<file path="src/design/pdlc_pkg.sv">
package pdlc_pkg;

  localparam int PASSWORD_CHARS = 6;
  localparam int LEN_W = $clog2(PASSWORD_CHARS + 1);
  localparam int IDX_W = (PASSWORD_CHARS > 1) ? $clog2(PASSWORD_CHARS) : 1;

  localparam logic [7:0] CH_PLUS  = 8'h2B;
  localparam logic [7:0] CH_MINUS = 8'h2D;
  localparam logic [7:0] CH_HASH  = 8'h23;

  localparam logic [7:0] LOCK_TICKS_RST  = 8'd15;
  localparam logic [7:0] HOLD_TICKS_RST  = 8'd3;
  localparam logic [7:0] ALARM_TICKS_RST = 8'd60;
  localparam logic [2:0] MAX_ATTEMPTS_RST = 3'd3;

  typedef enum logic [1:0] {
    REQ_START = 2'd0,
    REQ_BYTE  = 2'd1,
    REQ_TICK  = 2'd2
  } req_t;

  typedef enum logic [1:0] {
    CFG_LOCK_TICKS   = 2'd0,
    CFG_HOLD_TICKS   = 2'd1,
    CFG_ALARM_TICKS  = 2'd2,
    CFG_MAX_ATTEMPTS = 2'd3
  } cfg_index_t;

  typedef enum logic [2:0] {
    CODE_NEW      = 3'd0,
    CODE_ENTER    = 3'd1,
    CODE_OPENING  = 3'd2,
    CODE_LOCKING  = 3'd3,
    CODE_ALARM    = 3'd4,
    CODE_OPTIONS  = 3'd5,
    CODE_CONFIRM  = 3'd6
  } code_t;

  typedef enum logic [1:0] {
    MOTOR_IDLE = 2'd0,
    MOTOR_OPEN = 2'd1,
    MOTOR_LOCK = 2'd2
  } motor_t;

  typedef enum logic [3:0] {
    M_START        = 4'd0,
    M_NEW_FIRST    = 4'd1,
    M_NEW_CONFIRM  = 4'd2,
    M_OPTIONS      = 4'd3,
    M_OPEN_ENTER   = 4'd4,
    M_CHANGE_ENTER = 4'd5,
    M_OPENING      = 4'd6,
    M_HOLD         = 4'd7,
    M_LOCKING      = 4'd8,
    M_ALARM        = 4'd9
  } mode_t;

endpackage

</file>
<file path="src/design/password_door_lock_controller.sv">
// Lock controller behind a keypad terminal.
// Input stream (s_axis): tuser carries the request kind (start, received
// byte, one-second tick), tdata the received byte. Every word gives exactly
// one result word on m_axis: tuser is 1 when a prompt code is sent, tdata
// holds the prompt code, the motor drive and the buzzer drive.
// Configuration channel (cfg_*): index 0 lock period, 1 wait period,
// 2 alarm period, 3 max attempts; always ready; to be written only while idle (not enforced).
// Path: an accepted word enters the input register, is processed into the
// result register and its result is shown from then on.
// Throughput: one word per cycle while results are taken; the single-step
// state update between the input and result registers sets this figure.
// Reset: the controller waits for a start word, wrong-attempt and tick
// counters clear, the stored password is empty and the configuration
// returns to 15 / 3 / 60 / 3.
// Stall: when m_axis_tready is low the result register holds its word;
// one more input word is taken into the input register, then s_axis_tready
// drops until the result is taken.
module password_door_lock_controller
  import pdlc_pkg::*;
(
  input  logic       clk,
  input  logic       rst,
  input  logic       s_axis_tvalid,
  output logic       s_axis_tready,
  input  logic [7:0] s_axis_tdata,   // [7:0] rx_byte
  input  logic [1:0] s_axis_tuser,   // [1:0] req_type
  output logic       m_axis_tvalid,
  input  logic       m_axis_tready,
  output logic [7:0] m_axis_tdata,   // [2:0] tx_code, [4:3] motor_drive, [5] buzzer
  output logic       m_axis_tuser,   // [0] tx_valid
  input  logic       cfg_valid,
  output logic       cfg_ready,
  input  logic [1:0] cfg_index,
  input  logic [7:0] cfg_data
);

  logic       in_valid;
  logic [1:0] in_req;
  logic [7:0] in_byte;
  logic       advance;

  logic [7:0] lock_ticks;
  logic [7:0] hold_ticks;
  logic [7:0] alarm_ticks;
  logic [2:0] max_attempts;

  mode_t      mode, mode_next;
  logic [2:0] wrong, wrong_next;
  logic [7:0] phase, phase_next;
  logic [7:0] entry_chars [PASSWORD_CHARS];
  logic [7:0] entry_chars_next [PASSWORD_CHARS];
  logic [LEN_W-1:0] entry_len, entry_len_next;
  logic       entry_ovf, entry_ovf_next;
  logic [7:0] first_chars [PASSWORD_CHARS];
  logic [LEN_W-1:0] first_len;
  logic       first_ovf;
  logic [7:0] stored_chars [PASSWORD_CHARS];
  logic [LEN_W-1:0] stored_len;
  logic       copy_first, copy_stored;

  logic       out_valid;
  logic       out_say;
  code_t      out_code;
  motor_t     out_motor;
  logic       out_buzzer;

  logic       say;
  code_t      said;
  motor_t     motor_next;
  logic [7:0] phase_inc;
  logic [2:0] wrong_inc;
  logic [2:0] limit;
  logic       match_first, match_stored;
  logic       eq_first, eq_stored;

  assign advance       = in_valid && (!out_valid || m_axis_tready);
  assign s_axis_tready = !in_valid || advance;
  assign cfg_ready     = 1'b1;

  always_ff @(posedge clk) begin
    if (rst) begin
      lock_ticks   <= LOCK_TICKS_RST;
      hold_ticks   <= HOLD_TICKS_RST;
      alarm_ticks  <= ALARM_TICKS_RST;
      max_attempts <= MAX_ATTEMPTS_RST;
    end else if (cfg_valid) begin
      case (cfg_index)
        CFG_LOCK_TICKS:   lock_ticks   <= cfg_data;
        CFG_HOLD_TICKS:   hold_ticks   <= cfg_data;
        CFG_ALARM_TICKS:  alarm_ticks  <= cfg_data;
        CFG_MAX_ATTEMPTS: max_attempts <= cfg_data[2:0];
        default: ;
      endcase
    end
  end

  always_ff @(posedge clk) begin
    if (rst) begin
      in_valid <= 1'b0;
    end else if (s_axis_tready) begin
      in_valid <= s_axis_tvalid;
    end
  end

  always_ff @(posedge clk) begin
    if (s_axis_tready && s_axis_tvalid) begin
      in_req  <= s_axis_tuser;
      in_byte <= s_axis_tdata;
    end
  end

  always_comb begin
    eq_first  = 1'b1;
    eq_stored = 1'b1;
    for (int i = 0; i < PASSWORD_CHARS; i++) begin
      if (LEN_W'(i) < entry_len) begin
        if (entry_chars[i] != first_chars[i]) eq_first = 1'b0;
        if (entry_chars[i] != stored_chars[i]) eq_stored = 1'b0;
      end
    end
  end

  assign match_first  = !entry_ovf && !first_ovf && (entry_len == first_len) && eq_first;
  assign match_stored = !entry_ovf && (entry_len == stored_len) && eq_stored;
  assign phase_inc    = (phase == 8'hFF) ? phase : phase + 8'd1;
  assign wrong_inc    = (wrong == 3'd7) ? wrong : wrong + 3'd1;
  assign limit        = (max_attempts == 3'd0) ? 3'd1 : max_attempts;

  always_comb begin
    mode_next        = mode;
    wrong_next       = wrong;
    phase_next       = phase;
    entry_chars_next = entry_chars;
    entry_len_next   = entry_len;
    entry_ovf_next   = entry_ovf;
    copy_first       = 1'b0;
    copy_stored      = 1'b0;
    say              = 1'b0;
    said             = CODE_NEW;
    case (in_req)
      REQ_START: begin
        if (mode == M_START) begin
          entry_len_next = '0;
          entry_ovf_next = 1'b0;
          mode_next      = M_NEW_FIRST;
          say            = 1'b1;
          said           = CODE_NEW;
        end
      end
      REQ_BYTE: begin
        case (mode)
          M_NEW_FIRST, M_NEW_CONFIRM, M_OPEN_ENTER, M_CHANGE_ENTER: begin
            if (in_byte == CH_HASH) begin
              entry_len_next = '0;
              entry_ovf_next = 1'b0;
              say            = 1'b1;
              case (mode)
                M_NEW_FIRST: begin
                  copy_first = 1'b1;
                  mode_next  = M_NEW_CONFIRM;
                  said       = CODE_CONFIRM;
                end
                M_NEW_CONFIRM: begin
                  if (match_first) begin
                    copy_stored = 1'b1;
                    mode_next   = M_OPTIONS;
                    said        = CODE_OPTIONS;
                  end else begin
                    mode_next = M_NEW_FIRST;
                    said      = CODE_NEW;
                  end
                end
                M_CHANGE_ENTER: begin
                  if (match_stored) begin
                    mode_next = M_NEW_FIRST;
                    said      = CODE_NEW;
                  end else begin
                    said = CODE_ENTER;
                  end
                end
                default: begin
                  if (match_stored) begin
                    wrong_next = '0;
                    phase_next = '0;
                    mode_next  = M_OPENING;
                    said       = CODE_OPENING;
                  end else if (wrong_inc >= limit) begin
                    wrong_next = '0;
                    phase_next = '0;
                    mode_next  = M_ALARM;
                    said       = CODE_ALARM;
                  end else begin
                    wrong_next = wrong_inc;
                    said       = CODE_ENTER;
                  end
                end
              endcase
            end else if (entry_len < LEN_W'(PASSWORD_CHARS)) begin
              entry_chars_next[entry_len[IDX_W-1:0]] = in_byte;
              entry_len_next = entry_len + LEN_W'(1);
            end else begin
              entry_ovf_next = 1'b1;
            end
          end
          M_OPTIONS: begin
            say = 1'b1;
            if (in_byte == CH_PLUS) begin
              entry_len_next = '0;
              entry_ovf_next = 1'b0;
              mode_next      = M_CHANGE_ENTER;
              said           = CODE_ENTER;
            end else if (in_byte == CH_MINUS) begin
              entry_len_next = '0;
              entry_ovf_next = 1'b0;
              wrong_next     = '0;
              mode_next      = M_OPEN_ENTER;
              said           = CODE_ENTER;
            end else begin
              said = CODE_OPTIONS;
            end
          end
          default: ;
        endcase
      end
      REQ_TICK: begin
        case (mode)
          M_OPENING: begin
            phase_next = phase_inc;
            if (phase_inc >= lock_ticks) begin
              phase_next = '0;
              if (hold_ticks == 8'd0) begin
                mode_next = M_LOCKING;
                say       = 1'b1;
                said      = CODE_LOCKING;
              end else begin
                mode_next = M_HOLD;
              end
            end
          end
          M_HOLD: begin
            phase_next = phase_inc;
            if (phase_inc >= hold_ticks) begin
              phase_next = '0;
              mode_next  = M_LOCKING;
              say        = 1'b1;
              said       = CODE_LOCKING;
            end
          end
          M_LOCKING: begin
            phase_next = phase_inc;
            if (phase_inc >= lock_ticks) begin
              phase_next = '0;
              mode_next  = M_OPTIONS;
              say        = 1'b1;
              said       = CODE_OPTIONS;
            end
          end
          M_ALARM: begin
            phase_next = phase_inc;
            if (phase_inc >= alarm_ticks) begin
              phase_next = '0;
              mode_next  = M_OPTIONS;
              say        = 1'b1;
              said       = CODE_OPTIONS;
            end
          end
          default: ;
        endcase
      end
      default: ;
    endcase
  end

  always_comb begin
    case (mode_next)
      M_OPENING: motor_next = MOTOR_OPEN;
      M_LOCKING: motor_next = MOTOR_LOCK;
      default:   motor_next = MOTOR_IDLE;
    endcase
  end

  always_ff @(posedge clk) begin
    if (rst) begin
      mode       <= M_START;
      wrong      <= '0;
      phase      <= '0;
      entry_len  <= '0;
      entry_ovf  <= 1'b0;
      first_len  <= '0;
      first_ovf  <= 1'b0;
      stored_len <= '0;
    end else if (advance) begin
      mode      <= mode_next;
      wrong     <= wrong_next;
      phase     <= phase_next;
      entry_len <= entry_len_next;
      entry_ovf <= entry_ovf_next;
      if (copy_first) begin
        first_len <= entry_len;
        first_ovf <= entry_ovf;
      end
      if (copy_stored) begin
        stored_len <= entry_len;
      end
    end
  end

  always_ff @(posedge clk) begin
    if (advance) begin
      entry_chars <= entry_chars_next;
      if (copy_first) first_chars <= entry_chars;
      if (copy_stored) stored_chars <= entry_chars;
    end
  end

  always_ff @(posedge clk) begin
    if (rst) begin
      out_valid <= 1'b0;
    end else if (advance) begin
      out_valid <= 1'b1;
    end else if (m_axis_tready) begin
      out_valid <= 1'b0;
    end
  end

  always_ff @(posedge clk) begin
    if (advance) begin
      out_say    <= say;
      out_code   <= say ? said : CODE_NEW;
      out_motor  <= motor_next;
      out_buzzer <= (mode_next == M_ALARM);
    end
  end

  assign m_axis_tvalid = out_valid;
  assign m_axis_tuser  = out_say;
  assign m_axis_tdata  = {2'b00, out_buzzer, out_motor, out_code};

endmodule

</file>
<file path="config.mk">
export PLATFORM = sky130hd
export DESIGN_NAME = password_door_lock_controller
export DESIGN_NICKNAME = d
export VERILOG_FILES = /design/src/design/pdlc_pkg.sv /design/src/design/password_door_lock_controller.sv
export SDC_FILE = /design/constraint.sdc
export NUM_CORES = 1
export LEC_CHECK = 0
export BUFFER_PORTS_ARGS = -buffer_cell sky130_fd_sc_hd__buf_2
export CELL_PAD_IN_SITES_DETAIL_PLACEMENT = 0
export CELL_PAD_IN_SITES_GLOBAL_PLACEMENT = 1
export CORE_ASPECT_RATIO = 0.5
export CORE_MARGIN = 3
export CORE_UTILIZATION = 50
export DETAILED_ROUTE_END_ITERATION = 16
export GPL_TIMING_DRIVEN = 0
export PLACE_DENSITY_LB_ADDON = 0.1
export RECOVER_POWER = 50
export SYNTH_ARGS = -nofsm -noshare
export SYNTH_HDL_FRONTEND = slang
export SYNTH_SLANG_ARGS = --single-unit
</file>
<file path="constraint.sdc">
create_clock -name clk -period 16.6 [get_ports clk]
set_input_delay 2.49 -clock clk [delete_from_list [all_inputs] [get_ports clk]]
set_output_delay 2.49 -clock clk [all_outputs]
set_load 0.02 [all_outputs]
</file>
==> impl_summary.txt <==
----------------------------------------------------
[STA]
  Final worst-path cycle share ... 33.3%
  Slew of the pin with the lowest slew margin ... 1.25 ns
  Normalized max-slew margin ... 16.2%
  Final Worst Setup Slack ... 11.07 ns
  Max Transition Viols Final ... 0
  Time the worst path needs with I/O delays and setup ... 5.53 ns
  Total count of hold-check failures in the final report ... 0
  Number of setup violations in the final report ... 0
  Final setup TNS ... 0 ns
  Top achievable clock speed ... 181 MHz
  RSZ-0062 raised after global routing ... false
  Final clock skew ... 0.0235 ns

[Pwr]
  Static power due to leakage ... 4.16 nW
  Comb pwr share ... 4.8%
  Cell internal power dissipation ... 0.000859 W
  Clock share of power ... 41.3%
  Reported net switching power ... 0.000235 W
  Peak VDD IR ... 0.0000604 V
  Switching Fraction ... 21.5%
  PwrDens ... 97.1 nW/um2
  Sequential fraction of design power ... 53.8%

[Worst setup path]
  Startpoint class of the critical path ... input pin
  R2R depth ... 14
  Category of the worst setup path capture point ... primary output
  Data arrival time of the critical path ... 3.04 ns
  Reg-to-reg startpoint ... phase[0]
  Worst path required time ... 14.11 ns
  Kind of critical path ... in -> out
  R2r endpoint ... phase[0]
  Worst Path Max Fanout ... 4
  Reg-to-reg slack, setup ... 12.07 ns

[Global routing]
  Via count of the first global-routing pass ... 6,441
  Initial antenna violation count ... 0
  Largest net degree at the start of global routing ... 17
  Total global routing overflow ... 0
  Global router's overall resource usage ... 20.0%
  First-pass GRT wire length ... 34,400 um

[Placed design]
  Sum of net half-perimeters after detailed placement ... 15,200 um
  Post-Place Worst Slack ... 11.06 ns
  Final Wtd Congestion ... 0.930
  Buffers on Ports ... 33
  Placed instance area ... 10,600 um2

[Routing]
  Starting DRC count in detailed routing ... 378
  Routed WL ... 21,400 um
  DR DRC count ... 0
  WL/cell ... 18.4 um
  Detail-routed via count per cell ... 5.52
  First-pass detailed-route iteration total ... 5
  Number of nets with antenna violations after detailed routing ... 0
  Vias ... 6,429

[Final layout]
  Area of the multi-input gates ... 3860 um2
  Final cell area excluding filler cells ... 11,300 um2
  Area of all sequential standard cells ... 5940 um2
  Antenna diode count ... 0
  Proportion of layout cells with a drive suffix above 1 ... 10.2%
  Number of nets in the layout ... 951
  FILL cells ... 1,608
  Synthesis-to-finish area growth ... 12.3%

[Yosys]
  Proportion of netlist area held by the largest area contributor ... 48.2%
  Post-synthesis register bit count ... 216
  Proportion of synthesized chip area in sequential cells ... 59.2%
  Largest area contributor in the synthesized netlist ... edfxtp_1
  Share of synthesized flip-flops with an asynchronous set or reset ... 0%
  Most used flip-flop cell after synthesis ... edfxtp_1
  Most area-consuming cells after synthesis ... edfxtp_1, dfxtp_1, xor2_1
  Post-synth EDFFs ... 161
  Synthesized netlist cell count ... 827
  Cell Area, Synth ... 10,000 um2
  Mapped Avg Cell Area ... 12.1 um2
  Distinct cell type count of the synthesized netlist ... 72
  Total of warnings raised by yosys ... 0

[Worst hold path]
  Hold wc startpoint ... alarm_ticks[7]
  Hold-critical path depth ... 2
  WHS Endpoint ... alarm_ticks[7]
  Class of the tightest hold or removal check ... reg -> reg

[Die]
  Placeable core region ... 19,000 um2
  Die Y ... 106 um
  Number of primary I/O pins ... 37
  Number of cell rows ... 35
  Initial standard-cell utilization of the core ... 52.8%
  Die Wd ... 206 um
  Area enclosed by the die boundary ... 21,900 um2

[Clock network]
  Post-cts repair resize count ... 0
  Num Clock Sinks ... 216
  Cts-stage hold buffer count ... 0
  H-tree Lvls ... 1
  Max clock buf depth ... 3
  CTS tree ... done
  Cts bufs inserted ... 20
  Root buffer cell ... clkbuf_16
  Clock Pin Slew Worst Setup and Hold Paths ... 0.06 ns
  Worst-Skew Late Latency ... 0.50 ns
  Number of buffers added for setup after CTS ... 0

[Run]
  Max_cap viols ... 0

[Status]
  Outcome ... finished clean

----------------------------------------------------
## power groups by stage
stage / combinational (W) / clock [W] / sequential (W)
after floorplan: 0.0000353 / 0 / 0.000597
after global placement: 0.0000520 / 0 / 0.000600
after detailed placement: 0.0000526 / 0 / 0.000601
after CTS: 0.0000529 / 0.000461 / 0.000589
after global routing: 0.0000587 / 0.000486 / 0.000589
final: 0.0000530 / 0.000452 / 0.000589
## critical path: stages
cell	delay, ns
buf_2	0.10
nor2b_1	0.20
nand2_1	0.09
buf_2	0.16
## placed cells by master, fill, tap and decap left out, types with 7 or more instances in the layout
cell type  Yosys  layout
a211oi_1       9       9
a21oi_1       29      29
a31oi_1        8       8
and3_1        11      11
buf_2          1      32
buf_6          0       7
clkbuf_1      25      31
clkbuf_16      0      20
dfxtp_1       55      55
edfxtp_1     161     161
ha_1          34      34
inv_1         30      31
mux2i_1       21      21
nand2_1       56      56
nand2b_1      12      12
nand3_1        8       8
nand3b_1       9       9
nand4_1       11      11
nor2_1        70      70
nor2b_1        8       8
nor3_1        13      11
nor4_1        23      23
o21ai_0       10      10
o21ai_1       10      10
xnor2_1       19      19
xor2_1        90      90
## flip-flops by register name (all words and copies together) (netlist names), 3 cells and up
register and cells:
first_len 3, mode 4, hold_ticks 8, wrong 3, first_chars 48, alarm_ticks 8, stored_chars 48, lock_ticks 8
entry_len 3, max_attempts 3, entry_chars 48, in_byte 8, out_code 3, phase 8, stored_len 3
## routing by layer
| layer | routed length, um | vias up | GRT usage (%) |
|---|---|---|---|
| met5 | 0 | - | 0 |
| met4 | 469 | 0 | 4.60 |
| met3 | 920 | 35 | 2.91 |
| met2 | 9980 | 132 | 32.8 |
| met1 | 10000 | 3114 | 28.4 |
| li1 | - | 3148 | - |
## cell type report
class                   count  area share [%]
flip-flops and latches    216            52.7
clock inverters            11           0.999
plain buffers              31            1.18
inverters                  32            1.07
well taps                 259            2.88
clock buffers              25            4.70
repair buffers             42            2.28
multi-input cells         549            34.2
## synth_stat cells (3+ instances only)
cell,instances
a211o_1,6
a211oi_1,9
a21o_1,5
a21oi_1,29
a221o_1,3
a22oi_1,3
a31oi_1,8
a41oi_1,3
and2_1,4
and3_1,11
buf_4,4
clkbuf_1,25
dfxtp_1,55
edfxtp_1,161
ha_1,34
inv_1,30
mux2_2,3
mux2i_1,21
nand2_1,56
nand2b_1,12
nand3_1,8
nand3b_1,9
nand4_1,11
nor2_1,70
nor2b_1,8
nor3_1,13
nor3b_1,5
nor4_1,23
o21a_1,4
o21ai_0,10
o21ai_1,10
o21bai_1,4
o31ai_1,5
or2_2,4
or3_1,6
xnor2_1,19
xor2_1,90
## kinds of logic (layout without fill, tap and decap cells)
family                     Yosys count  in the layout  share of synthesized area (%)
buffers and inverters               63            141                           2.52
DFF                                216            216                           59.2
xor gates and xnor gates           109            109                           9.52
adders and majority gates           34             34                           4.24
and+or+nand+nor                    256            256                           13.4
AOI/OAI and AO/OA                  123            123                           8.68
muxes                               24             24                           2.43
other                                2              3                         0.0749
## worst max path at each step
stage,endpoint,from,slack (ns),depth (start not counted)
final,s_axis_tready,m_axis_tready,11.07,4
after global routing,s_axis_tready,m_axis_tready,10.99,4
after CTS,s_axis_tready,m_axis_tready,11.06,4
after detailed placement,s_axis_tready,m_axis_tready,11.06,4
after global placement,first_len[1],m_axis_tready,6.53,8
after floorplan,first_len[0],m_axis_tready,9.23,7
## stage by stage
stage                     power (W)  hold slack, ns  instances  util, %
after global routing        0.00113           0.486       1165     59.3
after floorplan            0.000633           0.436        828        -
after detailed placement   0.000653           0.450       1129     55.9
after CTS                   0.00110           0.458       1165     59.3
final                       0.00109           0.458       1165     59.3
after global placement     0.000652           0.448       1120     55.4
No activity file was read; power rests on OpenSTA's default activity.
